[src/rnta_pkg.sv]
// ----------------------------------------------------------------------------
// rnta_pkg
// Shared types and constants for the ring neighbor token arbiter.
// ----------------------------------------------------------------------------
`default_nettype none

package rnta_pkg;

    localparam int DEF_MAX_REQUESTERS = 16;

    // fixed field widths
    localparam int REQ_W   = 4;
    localparam int TOKEN_W = 5;
    localparam int MEAL_W  = 16;
    localparam int NREQ_W  = 5;
    localparam int CFG_IDX_W  = 2;
    localparam int CFG_DATA_W = 16;

    // reset values of the registers
    localparam logic [NREQ_W-1:0]  RST_NUM_REQUESTERS = NREQ_W'(16);
    localparam logic [TOKEN_W-1:0] RST_INITIAL_TOKENS = TOKEN_W'(5);
    localparam logic [MEAL_W-1:0]  RST_MEAL_LIMIT     = MEAL_W'(50);

    localparam logic [TOKEN_W-1:0] TOKEN_MAX = '1;
    localparam logic [MEAL_W-1:0]  MEAL_MAX  = '1;

    // register indexes on the config port
    localparam logic [CFG_IDX_W-1:0] CFG_NUM_REQUESTERS = 2'd0;
    localparam logic [CFG_IDX_W-1:0] CFG_INITIAL_TOKENS = 2'd1;
    localparam logic [CFG_IDX_W-1:0] CFG_MEAL_LIMIT     = 2'd2;

    // operation codes
    localparam logic OP_REQUEST = 1'b0;
    localparam logic OP_RELEASE = 1'b1;

endpackage

`default_nettype wire

[src/ring_neighbor_token_arbiter_core.sv]
// ----------------------------------------------------------------------------
// ring_neighbor_token_arbiter_core
// Token arbiter for requesters on a ring: grants a hungry requester when
// neither neighbor is eating and the shared pool holds a token.
// ----------------------------------------------------------------------------
//  channel   handshake              payload
//  input     in_valid / in_ready    operation, requester
//  output    out_valid / out_ready  target, granted, bad_state, tokens_left,
//                                   finished, last
//  config    cfg_valid / cfg_ready  cfg_index, cfg_data
//
//  An input beat is held in an input register and evaluated into the result
//  register: a request checks the requester itself, a valid release checks
//  its left and then its right neighbor, all by the single grant evaluator.
//  A stalled result register holds the evaluation; input is taken again in
//  the cycle the last result of the held beat is produced.
//  Reset puts all requesters thinking and the pool at 5 tokens; config is
//  always ready and a write takes effect in the next cycle.
// ----------------------------------------------------------------------------
`default_nettype none

module ring_neighbor_token_arbiter_core
    import rnta_pkg::*;
#(
    parameter int MAX_REQUESTERS = DEF_MAX_REQUESTERS
)
(
    input  wire logic                  clk,
    input  wire logic                  rst_n,

    input  wire logic                  in_valid,
    output logic                       in_ready,
    input  wire logic                  operation,
    input  wire logic [REQ_W-1:0]      requester,

    output logic                       out_valid,
    input  wire logic                  out_ready,
    output logic [REQ_W-1:0]           target,
    output logic                       granted,
    output logic                       bad_state,
    output logic [TOKEN_W-1:0]         tokens_left,
    output logic                       finished,
    output logic                       last,

    input  wire logic                  cfg_valid,
    output logic                       cfg_ready,
    input  wire logic [CFG_IDX_W-1:0]  cfg_index,
    input  wire logic [CFG_DATA_W-1:0] cfg_data
);

    localparam int IW  = (MAX_REQUESTERS > 1) ? $clog2(MAX_REQUESTERS) : 1;
    localparam int NW  = $clog2(MAX_REQUESTERS + 1);
    localparam int CW0 = (NW > NREQ_W) ? NW : NREQ_W;
    localparam int CW  = (CW0 > REQ_W) ? CW0 : REQ_W;

    // configuration
    logic [NREQ_W-1:0]         num_req_reg;
    logic [MEAL_W-1:0]         meal_limit_reg;

    // arbiter state
    logic [MAX_REQUESTERS-1:0] hungry_reg, hungry_next;
    logic [MAX_REQUESTERS-1:0] eat_reg, eat_next;
    logic [TOKEN_W-1:0]        pool_reg, pool_next;
    logic [MEAL_W-1:0]         meal_reg, meal_next;
    logic                      done_reg, done_next;

    // held input beat
    logic                      pend_reg;
    logic                      phase_reg;
    logic                      op_reg;
    logic [REQ_W-1:0]          x_reg;

    // result register
    logic                      out_valid_reg;
    logic [REQ_W-1:0]          target_reg;
    logic                      granted_reg;
    logic                      bad_reg;
    logic [TOKEN_W-1:0]        tokens_reg;
    logic                      finished_reg;
    logic                      last_reg;

    logic                      step_en;
    logic                      step_last;
    logic                      step_bad;
    logic                      step_grant;
    logic [CW-1:0]             n_cw;
    logic [CW-1:0]             x_cw;
    logic [CW-1:0]             t_cw;
    logic [CW-1:0]             tl_cw;
    logic [CW-1:0]             tr_cw;
    logic [IW-1:0]             x_idx;
    logic [IW-1:0]             t_idx;
    logic [IW-1:0]             tl_idx;
    logic [IW-1:0]             tr_idx;
    logic                      is_rel;

    function automatic logic [CW-1:0] ring_left(input logic [CW-1:0] i,
                                                input logic [CW-1:0] n);
        logic [CW-1:0] r;
        if (i == '0) r = n - CW'(1);
        else         r = i - CW'(1);
        return r;
    endfunction

    function automatic logic [CW-1:0] ring_right(input logic [CW-1:0] i,
                                                 input logic [CW-1:0] n);
        logic [CW-1:0] r;
        if (i == n - CW'(1)) r = '0;
        else                 r = i + CW'(1);
        return r;
    endfunction

    assign cfg_ready = 1'b1;
    assign step_en   = pend_reg && (!out_valid_reg || out_ready);
    assign in_ready  = !pend_reg || (step_en && step_last);

    // ring size clamped to the supported range
    always_comb
    begin
        n_cw = CW'(num_req_reg);
        if (n_cw < CW'(2))
            n_cw = CW'(2);
        else if (n_cw > CW'(MAX_REQUESTERS))
            n_cw = CW'(MAX_REQUESTERS);
    end

    assign x_cw   = CW'(x_reg);
    assign x_idx  = x_cw[IW-1:0];
    assign is_rel = (op_reg == OP_RELEASE);

    always_comb
    begin
        hungry_next = hungry_reg;
        eat_next    = eat_reg;
        pool_next   = pool_reg;
        meal_next   = meal_reg;
        done_next   = done_reg;
        t_cw        = x_cw;
        step_bad    = 1'b0;

        if (!phase_reg) begin
            if (x_cw >= n_cw)
                step_bad = 1'b1;
            else if (!is_rel)
                step_bad = hungry_reg[x_idx] || eat_reg[x_idx];
            else
                step_bad = !eat_reg[x_idx];

            if (!step_bad) begin
                if (!is_rel) begin
                    hungry_next[x_idx] = 1'b1;
                end
                else begin
                    eat_next[x_idx] = 1'b0;
                    if (pool_reg != TOKEN_MAX)
                        pool_next = pool_reg + TOKEN_W'(1);
                    if (meal_reg != MEAL_MAX)
                        meal_next = meal_reg + MEAL_W'(1);
                    if (meal_next >= meal_limit_reg)
                        done_next = 1'b1;
                    t_cw = ring_left(x_cw, n_cw);
                end
            end
        end
        else begin
            t_cw = ring_right(x_cw, n_cw);
        end

        // neighbor check on the updated state
        t_idx  = t_cw[IW-1:0];
        tl_cw  = ring_left(t_cw, n_cw);
        tr_cw  = ring_right(t_cw, n_cw);
        tl_idx = tl_cw[IW-1:0];
        tr_idx = tr_cw[IW-1:0];

        step_grant = !step_bad && !done_next && hungry_next[t_idx]
                     && !eat_next[tl_idx] && !eat_next[tr_idx]
                     && (pool_next != '0);

        if (step_grant) begin
            hungry_next[t_idx] = 1'b0;
            eat_next[t_idx]    = 1'b1;
            pool_next          = pool_next - TOKEN_W'(1);
        end

        step_last = step_bad || !is_rel || phase_reg;
    end

    always_ff @(posedge clk or negedge rst_n)
    begin
        if (!rst_n) begin
            num_req_reg    <= RST_NUM_REQUESTERS;
            meal_limit_reg <= RST_MEAL_LIMIT;
            hungry_reg     <= '0;
            eat_reg        <= '0;
            pool_reg       <= RST_INITIAL_TOKENS;
            meal_reg       <= '0;
            done_reg       <= 1'b0;
            pend_reg       <= 1'b0;
            phase_reg      <= 1'b0;
            out_valid_reg  <= 1'b0;
        end
        else begin
            if (step_en) begin
                hungry_reg <= hungry_next;
                eat_reg    <= eat_next;
                pool_reg   <= pool_next;
                meal_reg   <= meal_next;
                done_reg   <= done_next;
            end

            // a new beat is taken when none is held or the held one finishes this cycle
            if (in_valid && in_ready) begin
                pend_reg  <= 1'b1;
                phase_reg <= 1'b0;
            end
            else if (step_en) begin
                phase_reg <= !step_last;
                pend_reg  <= !step_last;
            end

            if (step_en)
                out_valid_reg <= 1'b1;
            else if (out_ready)
                out_valid_reg <= 1'b0;

            // config writes are for the user to make only while idle; the block itself does not enforce it
            if (cfg_valid && cfg_ready) begin
                unique case (cfg_index)
                    CFG_NUM_REQUESTERS: num_req_reg    <= cfg_data[NREQ_W-1:0];
                    CFG_INITIAL_TOKENS: pool_reg       <= cfg_data[TOKEN_W-1:0];
                    CFG_MEAL_LIMIT:     meal_limit_reg <= cfg_data[MEAL_W-1:0];
                    default:            ;
                endcase
            end
        end
    end

    // payload registers
    always_ff @(posedge clk)
    begin
        if (in_valid && in_ready) begin
            op_reg <= operation;
            x_reg  <= requester;
        end
        if (step_en) begin
            target_reg   <= t_cw[REQ_W-1:0];
            granted_reg  <= step_grant;
            bad_reg      <= step_bad;
            tokens_reg   <= pool_next;
            finished_reg <= done_next;
            last_reg     <= step_last;
        end
    end

    assign out_valid   = out_valid_reg;
    assign target      = target_reg;
    assign granted     = granted_reg;
    assign bad_state   = bad_reg;
    assign tokens_left = tokens_reg;
    assign finished    = finished_reg;
    assign last        = last_reg;

endmodule

`default_nettype wire
[config.mk]
export PLATFORM = sky130hd
export DESIGN_NAME = ring_neighbor_token_arbiter_core
export DESIGN_NICKNAME = d
export VERILOG_FILES = /design/src/rnta_pkg.sv /design/src/ring_neighbor_token_arbiter_core.sv
export SDC_FILE = /design/constraint.sdc
export NUM_CORES = 1
export LEC_CHECK = 0
export BUFFER_PORTS_ARGS = -buffer_cell sky130_fd_sc_hd__buf_4
export CAP_MARGIN = 20
export CORE_ASPECT_RATIO = 2
export CORE_MARGIN = 4
export CORE_UTILIZATION = 45
export CTS_BUF_LIST = sky130_fd_sc_hd__clkbuf_16
export DETAILED_ROUTE_END_ITERATION = 10
export PLACE_DENSITY = 0.71
export SKIP_CTS_REPAIR_TIMING = 1
export SYNTH_ARGS = -nofsm -noshare
export SYNTH_HDL_FRONTEND = slang
export SYNTH_SLANG_ARGS = --single-unit
[constraint.sdc]
create_clock -name clk -period 11.6 [get_ports clk]
set_input_delay 0.58 -clock clk [delete_from_list [all_inputs] [get_ports clk]]
set_output_delay 0.58 -clock clk [all_outputs]
set_load 0.01 [all_outputs]
==> reports/qor.yml, run 1 <==
global_route:
  grt_max_degree: 53
  grt_pass1_wl_um: 33600
  antenna_found_initial: 0
  overflow: 0
  gr-usage-all-layers: 0.257
  grt_pass1_vias: 6228
worst_setup_path:
  r2r_slack_ns: 3.52
  crit_fanout: 20
  path_class: "flop to flop"
  critical_path.slowest_cell: "o311ai_0"
  cp-start-kind: "flop"
  slowest_delay_ns: 0.83
  cp_data_arrival_time_ns: 8.32
  crit_required_ns: 11.84
  crit_chain: "o311ai_0 > inv_1 > ha_1 > nand2b_1 > o2111ai_1 > o221ai_1 > o21ba_1 > inv_2 > o32a_1 > o21ai_2 > inv_1 > ha_1 > o31a_1 > nand2b_1 > nor3_1 > or2_1 > mux2_2 > o311ai_0 > o211ai_2 > nor2_2 > buf_4 > nand2_1 > o22a_1"
  endpoint_kind: "flop"
final_layout:
  synthToLayoutAreaGrowth_pct: 10.1
  fill_cells: 1406
  layout.area.seq_um2: 2500
  multi_input_area_um2: 4010
  final_common_cell: "nand2_1"
  fin_nets: 822
  antennaDiodeCount: 0
  final_cell_mix: "79 x nand2_1, 72 x dfrtp_1, 52 x buf_4"
  fin_area_um2: 7570
  drive_gt1_frac: 0.171
logic_synthesis:
  synthesis.nets: 807
  ys.flop_type: "dfrtp_1"
  yosysWarnings: 0
  synth_seq_cells: 96
  synth_edf_count: 18
  syn-cell-area_um2: 6880
  syn_area_per_cell_um2: 9.20
  synth_seq_area_share: 0.363
  synth-async-reset-ratio: 0.813
  ys_types: 80
  syn_inst: 748
floorplanning:
  core_area_um2: 14900
  die_w_um: 95.4
  die_y_um: 183
  dieArea_um2: 17400
  io_pins: 44
  start_util: 0.462
  num_rows: 63
power:
  power_frac_clock: 0.193
  p_per_area_nw_per_um2: 200
  max-vdd-ir-drop_mv: 0.0911
  swShare: 0.422
  p_switching_w: 0.000640
  internal_power_w: 0.000875
  seqPwrFrac: 0.335
  leakage_nw: 3.15
  pwr-share-comb: 0.472
sta:
  tightest_slew_ns: 0.958
  hold_violations: 0
  grt_setup_unrepaired: "false"
  relSlewSlack: 0.359
  fin_crit_ns: 8.08
  max_freq_mhz: 124
  period_share: 0.697
  skew_ns: 0.00905
  finalSetupTns_ns: 0
  maxSlewViolCount: 0
  finalSetupViolCount: 0
placed_design:
  place_congestion: 1.02
  io_buffer_count: 42
  place_area_um2: 7280
  dpl.hpwl_um: 16400
clock_tree:
  cts_max_path_buffers: 2
  clkTransAtPathRegs_ns: 0.07
  clock_tree.root_cell: "clkbuf_16"
  htree_levels: 3
  clk_latency_ns: 0.36
  cts.sinks: 96
  cts_buffers: 9
  cts_tree: "built"
route:
  firstDrtPassIters: 5
  wl_um: 21200
  vias: 6172
  drt-initial-drc-count: 540
  wl_per_cell_um: 22.1
  vias_per_cell: 6.41
  drc: 0
  antenna_left: 0
hold_path:
  hold_path_class: "input pin to async pin"
run_status:
  outcome: "finished clean"
run:
  max_cap_violations: 0
final timing paths:
check                               startpoint             to  cells after the start
worst max-delay path            num_req_reg[3]  hungry_reg[7]                     23
worst min-delay path                     rst_n      out_valid                      1
worst max register to register  num_req_reg[3]  hungry_reg[7]                     23
worst min register to register        pend_reg      out_valid                      1
max in group asynchronous                rst_n  hungry_reg[7]                      2
min in group clk                  requester[1]       x_idx[1]                      1
area by class of cell:
type,count,share of cell area
Clock buffer,10,0.0330
Sequential cell,96,0.330
Tap cell,195,0.0322
Clock inverter,6,0.00446
Timing Repair Buffer,53,0.0522
Inverter,37,0.0183
Multi-Input combinational cell,566,0.530
worst max-delay path, delay by kind of cell (launching register included):
kind | cells | cell delay (ns)
AND/OR/NAND/NOR | 6 | 1.51
AO/OA/AOI/OAI | 10 | 3.22
flip-flops | 1 | 0.44
buffers and inverters | 4 | 1.44
adder cells (fa/ha/maj) | 2 | 0.95
multiplexers | 1 | 0.38
metrics by stage:
| stage | hold WS [ns] | power [W] | utilization | cells | setup slack, ns |
|---|---|---|---|---|---|
| 3_3_place_gp | 0.452 | 0.00121 | 0.489 | 945 | 3.99 |
| 3_5_place_dp | 0.473 | 0.00122 | 0.489 | 945 | 3.65 |
| 2_1_floorplan | 0.284 | 0.00101 | - | 748 | 5.20 |
| 6_report | 0.137 | 0.00151 | 0.508 | 963 | 3.52 |
| 4_1_cts | 0.145 | 0.00151 | 0.508 | 961 | 3.63 |
| 5_1_grt | 0.164 | 0.00161 | 0.508 | 963 | 2.76 |
layer usage:
layer	vias to the layer above	global-route usage	wire, um
li1	2802	-	-
met1	2997	0.251	6780
met2	261	0.447	11400
met3	112	0.0390	938
met4	0	0.234	2130
met5	-	0	0
synth_stat cells (3+ instances only):
cell type | count | share of area
a211o_1 | 3 | 0.0038
a211oi_1 | 11 | 0.012
a21boi_0 | 3 | 0.0033
a21o_1 | 9 | 0.0098
a21oi_1 | 33 | 0.024
a22o_1 | 6 | 0.0076
a311oi_1 | 4 | 0.0051
a31oi_1 | 24 | 0.022
and2_1 | 7 | 0.0064
and3_1 | 10 | 0.0091
buf_1 | 7 | 0.0038
buf_2 | 5 | 0.0036
buf_6 | 4 | 0.0065
clkbuf_1 | 31 | 0.017
dfrtp_1 | 72 | 0.26
dfstp_2 | 6 | 0.023
edfxtp_1 | 18 | 0.079
ha_1 | 31 | 0.056
inv_1 | 34 | 0.019
inv_2 | 3 | 0.0016
mux2_2 | 38 | 0.062
mux2i_1 | 14 | 0.020
mux4_2 | 5 | 0.016
nand2_1 | 79 | 0.043
nand2b_1 | 13 | 0.012
nand3_1 | 32 | 0.023
nand4_1 | 8 | 0.0073
nor2_1 | 34 | 0.019
nor2b_1 | 7 | 0.0064
nor3_1 | 20 | 0.015
nor3b_1 | 4 | 0.0044
o2111ai_1 | 3 | 0.0038
o211a_1 | 3 | 0.0044
o211ai_1 | 10 | 0.011
o21a_1 | 9 | 0.0098
o21ai_0 | 35 | 0.025
o22a_1 | 4 | 0.0051
o22ai_1 | 3 | 0.0027
o311ai_0 | 3 | 0.0038
o31ai_1 | 9 | 0.0098
o32ai_1 | 4 | 0.0051
or3_1 | 7 | 0.0064
xnor2_1 | 30 | 0.038
xor2_1 | 5 | 0.0064
cell families after synthesis:
| logic type | after synthesis | share of synthesized area |
|---|---|---|
| AOI/OAI and AO/OA | 204 | 0.206 |
| xor gates and xnor gates | 35 | 0.0446 |
| adders and majority gates | 31 | 0.0564 |
| DFF | 96 | 0.363 |
| other | 1 | 0.000545 |
| and+or+nand+nor | 238 | 0.177 |
| muxes | 57 | 0.0989 |
| buffers and inverters | 86 | 0.0533 |
power groups by stage:
stage               logic [W]  clock network (W)  registers [W]
global placement     0.000699                  0       0.000509
floorplan            0.000530                  0       0.000480
global route         0.000783           0.000307       0.000517
finish               0.000715           0.000292       0.000507
detailed placement   0.000706                  0       0.000512
CTS                  0.000709           0.000296       0.000506
(Power assumes the default switching activity.)
==> run 2: changes to the inputs <==
--- a/config.mk
+++ b/config.mk
@@ -5,6 +5,7 @@
 export SDC_FILE = /design/constraint.sdc
 export NUM_CORES = 1
 export LEC_CHECK = 0
+export ABC_AREA = 1
 export BUFFER_PORTS_ARGS = -buffer_cell sky130_fd_sc_hd__buf_4
 export CAP_MARGIN = 20
 export CORE_ASPECT_RATIO = 2
@@ -12,7 +13,7 @@
 export CORE_UTILIZATION = 45
 export CTS_BUF_LIST = sky130_fd_sc_hd__clkbuf_16
 export DETAILED_ROUTE_END_ITERATION = 10
-export PLACE_DENSITY = 0.71
+export PLACE_DENSITY = 0.73
 export SKIP_CTS_REPAIR_TIMING = 1
 export SYNTH_ARGS = -nofsm -noshare
 export SYNTH_HDL_FRONTEND = slang
==> constraint.sdc (replaced) <==
create_clock -name clk -period 7.1 [get_ports clk]
set_input_delay 0.355 -clock clk [delete_from_list [all_inputs] [get_ports clk]]
set_output_delay 0.355 -clock clk [all_outputs]
set_load 0.01 [all_outputs]
==> run 2 against run 1 <==
Total power increased by 45%; non-clock buffer count decreased by 5; die area increased by 1.1%; worst hold slack improved by 0.038 ns; critical endpoint is now hungry_reg[10]; maximum frequency increased by 37%; combinational power increased by 35%; register-to-register slack got worse by 2.3 ns; critical path type unchanged; clock skew increased by 0.0039 ns; design area increased by 2.7%; utilization increased by 0.27 points.
==> reports/qor.yml, run 2 <==
logic_synthesis:
  yosysWarnings: 0  # unchanged
  syn_area_per_cell_um2: 6.96  # was 9.20 um^2
  synthTopCellsByArea: "dfrtp_1 26%, nand2_1 15%, inv_1 8.1%"  # was dfrtp_1 26%, edfxtp_1 7.9%, mux2_2 6.2%
  synth_most_common_cell: "nand2_1"  # unchanged
  syn-cell-area_um2: 6960  # was 6880 um^2
  synthesis.nets: 1059  # was 807
  synth_seq_area_share: 0.359  # was 0.363
  synth_edf_count: 18  # unchanged
  synth_common_cells: "280 x nand2_1, 150 x inv_1, 101 x nand3_1, 82 x nor2_1, 72 x dfrtp_1"  # was 79 x nand2_1, 72 x dfrtp_1, 38 x mux2_2, 35 x o21ai_0
  synth.top_cell.area_share: 0.259  # was 0.262
  synth_seq_cells: 96  # unchanged
  ys.flop_type: "dfrtp_1"  # unchanged
  syn_inst: 1000  # was 748
  ys_types: 49  # was 80
  synth-async-reset-ratio: 0.813  # unchanged
  synth.largest_area_cell: "dfrtp_1"  # unchanged
power:
  p_per_area_nw_per_um2: 283  # was 200 nW/um^2
  leakage_nw: 3.94  # was 3.15 nW
  power_frac_clock: 0.227  # was 0.193
  internal_power_w: 0.00125  # was 0.000875 W
  seqPwrFrac: 0.334  # was 0.335
  max-vdd-ir-drop_mv: 0.150  # was 0.0911 mV
  swShare: 0.430  # was 0.422
  pwr-share-comb: 0.440  # was 0.472
  p_switching_w: 0.000945  # was 0.000640 W
sta:
  finalSetupTns_ns: 0  # unchanged
  skew_ns: 0.0130  # was 0.00905 ns
  maxSlewViolCount: 0  # unchanged
  max_freq_mhz: 169  # was 124 MHz
  hold_violations: 0  # unchanged
  period_share: 0.832  # was 0.697
  grt_setup_unrepaired: "false"  # unchanged
  finalSetupViolCount: 0  # unchanged
  fin_crit_ns: 5.91  # was 8.08 ns
  tightest_slew_ns: 1.07  # was 0.958 ns
  relSlewSlack: 0.284  # was 0.359
clock_tree:
  htree_levels: 3  # unchanged
  cts_max_path_buffers: 2  # unchanged
  clock_tree.root_cell: "clkbuf_16"  # unchanged
  clkTransAtPathRegs_ns: 0.07  # about the same
  clk_latency_ns: 0.36  # about the same
  cts_buffers: 9  # unchanged
  cts.sinks: 96  # unchanged
  cts_tree: "built"  # unchanged
placed_design:
  dp_cells: 1217  # was 945
  dpl.hpwl_um: 17500  # was 16,400 um
  place_congestion: 1.03  # was 1.02
  place_area_um2: 7390  # was 7280 um^2
  io_buffer_count: 42  # unchanged
final_layout:
  final_util: 0.511  # was 0.508
  fin_nets: 1093  # was 822
  synthToLayoutAreaGrowth_pct: 11.7  # was 10.1%
  final_cell_mix: "280 x nand2_1, 151 x inv_1, 101 x nand3_1"  # was 79 x nand2_1, 72 x dfrtp_1, 52 x buf_4
  final_cells: 1237  # was 963
  fin_area_um2: 7780  # was 7570 um^2
  drive_gt1_frac: 0.119  # was 0.171
  final_common_cell: "nand2_1"  # unchanged
  fill_cells: 1585  # was 1,406
  antennaDiodeCount: 0  # unchanged
worst_setup_path:
  cpMostUsedCell: "nand2_1"
  crit_fanout: 22  # was 20
  cp-start-kind: "flop"  # unchanged
  cp_data_arrival_time_ns: 6.16  # was 8.32 ns
  path_class: "flop to flop"  # unchanged
  slowest_delay_ns: 0.89  # was 0.83 ns
  endpoint_kind: "flop"  # unchanged
  crit_required_ns: 7.35  # was 11.84 ns
  critical_path.slowest_cell: "edfxtp_1"  # was o311ai_0
floorplanning:
  die_w_um: 95.9  # was 95.4 um
  io_pins: 44  # unchanged
  dieArea_um2: 17600  # was 17,400 um^2
  core_area_um2: 15200  # was 14,900 um^2
  num_rows: 64  # was 63
  start_util: 0.457  # was 0.462
  die_y_um: 184  # was 183 um
global_route:
  top_usage_layer: "met2"  # unchanged
  gr-usage-all-layers: 0.265  # was 0.257
  grt_max_degree: 79  # was 53
  grt_pass1_vias: 6619  # was 6,228
  antenna_found_initial: 0  # unchanged
  use_met1: 0.239  # was 0.251
  grt_pass1_wl_um: 34200  # was 33,600 um
  grtUsageMet3: 0.0303  # was 0.0390
  grt.met2_usage: 0.492  # was 0.447
  overflow: 0  # unchanged
route:
  wl_per_cell_um: 18.2  # was 22.1 um
  wl_um: 22500  # was 21,200 um
  firstDrtPassIters: 5  # unchanged
  drc: 0  # unchanged
  antenna_left: 0  # unchanged
  vias: 6689  # was 6,172
  drt-initial-drc-count: 382  # was 540
  vias_per_cell: 5.41  # was 6.41
hold_path:
  hold_path_class: "input pin to flop"  # was input pin to async pin
run:
  max_cap_violations: 0  # unchanged
run_status:
  outcome: "finished clean"  # unchanged
-- run 2: cell types whose count changed after synthesis, sizes merged, moves of 11 or more --
cell,change
nand2b,-13
nand3,+73
o21ai,+25
a31oi,-21
nor2,+60
inv,+134
nand2,+214
mux2i,-13
xnor2,-28
xor2,+11
clkbuf,-21
mux2,-36
a21oi,+16
a211oi,-12
-- run 2: layout make-up --
class / instances / area, um^2 / area share
Timing Repair Buffer: 48 / 423 / 0.0544
Tap cell: 198 / 248 / 0.0319
Sequential cell: 96 / 2500 / 0.321
Clock buffer: 9 / 225 / 0.0290
Clock inverter: 7 / 70.1 / 0.00901
Inverter: 172 / 651 / 0.0837
Multi-Input combinational cell: 707 / 3660 / 0.471
-- run 2: routing by layer --
layer / share of wire / up-vias
met5: 0 / -
met4: 0.10 / 0
met3: 0.035 / 104
met2: 0.55 / 214
met1: 0.32 / 3122
li1: - / 3249
-- run 2: cells by family (layout without fill, tap and decap cells) --
logic type	Yosys count	in the layout	synth area share
compound gates	138	138	0.110
buf+inv	197	236	0.115
other cells	1	1	0.000539
flops	96	96	0.359
fa+ha+maj	31	31	0.0557
simple gates	516	516	0.333
mux	3	3	0.00467
xor+xnor	18	18	0.0226
-- run 2: path summary, 6_finish.rpt --
kind,startpoint,to,slack [ns],depth (start not counted)
max,x_idx[0],hungry_reg[10],1.19,33
min,requester[1],x_idx[1],0.17,1
max reg2reg,x_idx[0],hungry_reg[10],1.19,33
min reg2reg,pend_reg,out_valid,0.48,2
max in group asynchronous,rst_n,pool_reg[0],5.98,3
min in group asynchronous,rst_n,hungry_reg[5],0.46,2
-- run 2: power groups by stage --
| stage | clock [W] | sequential (W) | combinational, W |
|---|---|---|---|
| 6_report | 0.000498 | 0.000733 | 0.000967 |
| 5_1_grt | 0.000529 | 0.000745 | 0.00107 |
| 3_3_place_gp | 0 | 0.000741 | 0.000932 |
| 2_1_floorplan | 0 | 0.000727 | 0.000701 |
| 3_5_place_dp | 0 | 0.000741 | 0.000947 |
| 4_1_cts | 0.000505 | 0.000732 | 0.000952 |
-- run 2: metrics by stage --
| step | hold WS (ns) | worst slack [ns] | power (W) |
|---|---|---|---|
| final | 0.175 | 1.19 | 0.00220 |
| after global routing | 0.163 | 0.829 | 0.00235 |
| after CTS | 0.164 | 1.29 | 0.00219 |
| after detailed placement | 0.463 | 1.33 | 0.00169 |
| after global placement | 0.437 | 1.34 | 0.00167 |
| after floorplan | 0.0594 | 2.61 | 0.00143 |
-- run 2: critical path: cells and delay by family, from the launching register on --
family / cells / cell delay, ns
AO/OA/AOI/OAI: 1 / 0.25
AND/OR/NAND/NOR: 23 / 2.64
flip-flops: 1 / 0.89
buffers and inverters: 7 / 1.32
adder cells (fa/ha/maj): 2 / 0.67
==> run 3: changes to the inputs <==
==> constraint.sdc (replaced) <==
create_clock -name clk -period 5.1 [get_ports clk]
set_input_delay 0.255 -clock clk [delete_from_list [all_inputs] [get_ports clk]]
set_output_delay 0.255 -clock clk [all_outputs]
set_load 0.01 [all_outputs]
==> run 3 against run 2 <==
Design area grew 1.7%; via count is 0.42% lower; largest cell class unchanged; routed wire length fell by 4.9%; highest routed layer unchanged; clock-buffer cell count did not move.
==> reports/qor.yml, run 3 (synthesized netlist as in run 2, its figures left out) <==
run_status:
  outcome: "finished clean"  # unchanged
worst_setup_path:
  setup.worst_path.end: "hungry_reg[9]"  # was hungry_reg[10]
  r2r_end: "hungry_reg[9]"  # was hungry_reg[10]
  cp-start-kind: "flop"  # unchanged
  endpoint_kind: "flop"  # unchanged
  path_class: "flop to flop"  # unchanged
  slowest_delay_ns: 0.57  # was 0.89 ns
  crit_fanout: 7  # was 22
  crit_required_ns: 5.35  # was 7.35 ns
  cp_num_cells: 36  # was 33
  cp_num_buf_inv: 8  # was 7
  reg2reg_depth: 36  # was 33
  critical_path.slowest_cell: "dfstp_2"  # was edfxtp_1
  path_delay_family: "simple AND/OR/NAND/NOR gates"  # unchanged
  startpoint: "num_req_reg[4]"  # was x_idx[0]
  cpMostUsedCell: "nand2_1"  # unchanged
  cp_data_arrival_time_ns: 4.98  # was 6.16 ns
  rr_startpoint: "num_req_reg[4]"  # was x_idx[0]
  r2r_slack_ns: 0.37  # was 1.19 ns
power:
  p_per_area_nw_per_um2: 394  # was 283 nW/um^2
  pwr-share-comb: 0.449  # was 0.440
  swShare: 0.427  # was 0.430
  p_switching_w: 0.00133  # was 0.000945 W
  internal_power_w: 0.00179  # was 0.00125 W
  seqPwrFrac: 0.325  # was 0.334
  leakage_nw: 4.01  # was 3.94 nW
  max-vdd-ir-drop_mv: 0.216  # was 0.150 mV
  power_frac_clock: 0.226  # was 0.227
floorplanning:
  start_util: 0.457  # unchanged
  io_pins: 44  # unchanged
  die_y_um: 184  # unchanged
  core_area_um2: 15200  # unchanged
  num_rows: 64  # unchanged
  dieArea_um2: 17600  # unchanged
  die_w_um: 95.9  # unchanged
route:
  drc: 0  # unchanged
  vias_per_cell: 5.32  # was 5.41
  wl_per_cell_um: 17.1  # was 18.2 um
  wl_um: 21400  # was 22,500 um
  vias: 6661  # was 6,689
  antenna_left: 0  # unchanged
  drt-initial-drc-count: 395  # was 382
  firstDrtPassIters: 7  # was 5
sta:
  maxSlewViolCount: 0  # unchanged
  tightest_slew_ns: 0.867  # was 1.07 ns
  period_share: 0.928  # was 0.832
  max_freq_mhz: 211  # was 169 MHz
  finalSetupTns_ns: 0  # unchanged
  skew_ns: 0.00844  # was 0.0130 ns
  finalSetupViolCount: 0  # unchanged
  hold_violations: 0  # unchanged
  whs_ns: 0.0798  # was 0.175 ns
  fin_crit_ns: 4.73  # was 5.91 ns
  fin_ws_ns: 0.369  # was 1.19 ns
  relSlewSlack: 0.417  # was 0.284
placed_design:
  io_buffer_count: 42  # unchanged
  place_area_um2: 7490  # was 7390 um^2
  dp_cells: 1231  # was 1,217
  post-place-ws_ns: 0.316  # was 1.33 ns
  dpl.hpwl_um: 16700  # was 17,500 um
  place_congestion: 1.00  # was 1.03
run:
  max_cap_violations: 0  # unchanged
global_route:
  grt_pass1_vias: 6639  # was 6,619
  gr-usage-all-layers: 0.253  # was 0.265
  overflow: 0  # unchanged
  grt_pass1_wl_um: 33200  # was 34,200 um
  grt_max_degree: 79  # unchanged
  antenna_found_initial: 0  # unchanged
clock_tree:
  clock_tree.root_cell: "clkbuf_16"  # unchanged
  cts_buffers: 9  # unchanged
  clk_latency_ns: 0.36  # about the same
  cts_tree: "built"  # unchanged
  cts_max_path_buffers: 2  # unchanged
  htree_levels: 3  # unchanged
  cts.sinks: 96  # unchanged
  clkTransAtPathRegs_ns: 0.07  # about the same
final_layout:
  final_common_cell: "nand2_1"  # unchanged
  final_cell_mix: "279 x nand2_1, 150 x inv_1, 101 x nand3_1"  # was 280 x nand2_1, 151 x inv_1, 101 x nand3_1
  synthToLayoutAreaGrowth_pct: 13.6  # was 11.7%
  fin_nets: 1109  # was 1,093
  antennaDiodeCount: 0  # unchanged
  final_cells: 1253  # was 1,237
  fin_area_um2: 7910  # was 7780 um^2
  drive_gt1_frac: 0.136  # was 0.119
hold_path:
  hold_path_class: "input pin to flop"  # unchanged
## run 3: power groups by stage
stage	combinational, W	sequential, W	clock (W)
2_1_floorplan	0.000976	0.00101	0
5_1_grt	0.00156	0.00103	0.000743
3_3_place_gp	0.00133	0.00102	0
3_5_place_dp	0.00135	0.00103	0
4_1_cts	0.00135	0.00101	0.000715
6_report	0.00140	0.00101	0.000703
## run 3: per-layer routing
layer / vias up / wire, um / part of all wire / global-route usage
li1: 3277 / - / - / -
met1: 3048 / 6890 / 0.32 / 0.234
met2: 230 / 11700 / 0.55 / 0.462
met3: 106 / 721 / 0.034 / 0.0295
met4: 0 / 2110 / 0.099 / 0.227
met5: - / 0 / 0 / 0
## run 3: final cells by class
class	instances	area [um^2]
clock inverter	7	76.3
sequential	96	2500
multi-input combinational	707	3680
clock buffer	9	225
inverter	172	651
fill	1507	7310
timing repair buffer	64	523
tap	198	248
## run 3: per-stage QoR
step                power, W   util
global placement     0.00235  0.493
detailed placement   0.00237  0.493
CTS                  0.00308  0.512
floorplan            0.00199      -
global route         0.00333  0.520
finish               0.00312  0.520
## run 3: worst min-delay path by stage
stage / depth (start not counted) / endpoint / from / slack (ns)
finish: 1 / is_rel / operation / 0.08
global route: 1 / is_rel / operation / 0.07
CTS: 1 / is_rel / operation / 0.07
detailed placement: 1 / is_rel / operation / 0.44
global placement: 2 / done_reg / done_reg / 0.43
floorplan: 0 / done_reg / rst_n / -0.04
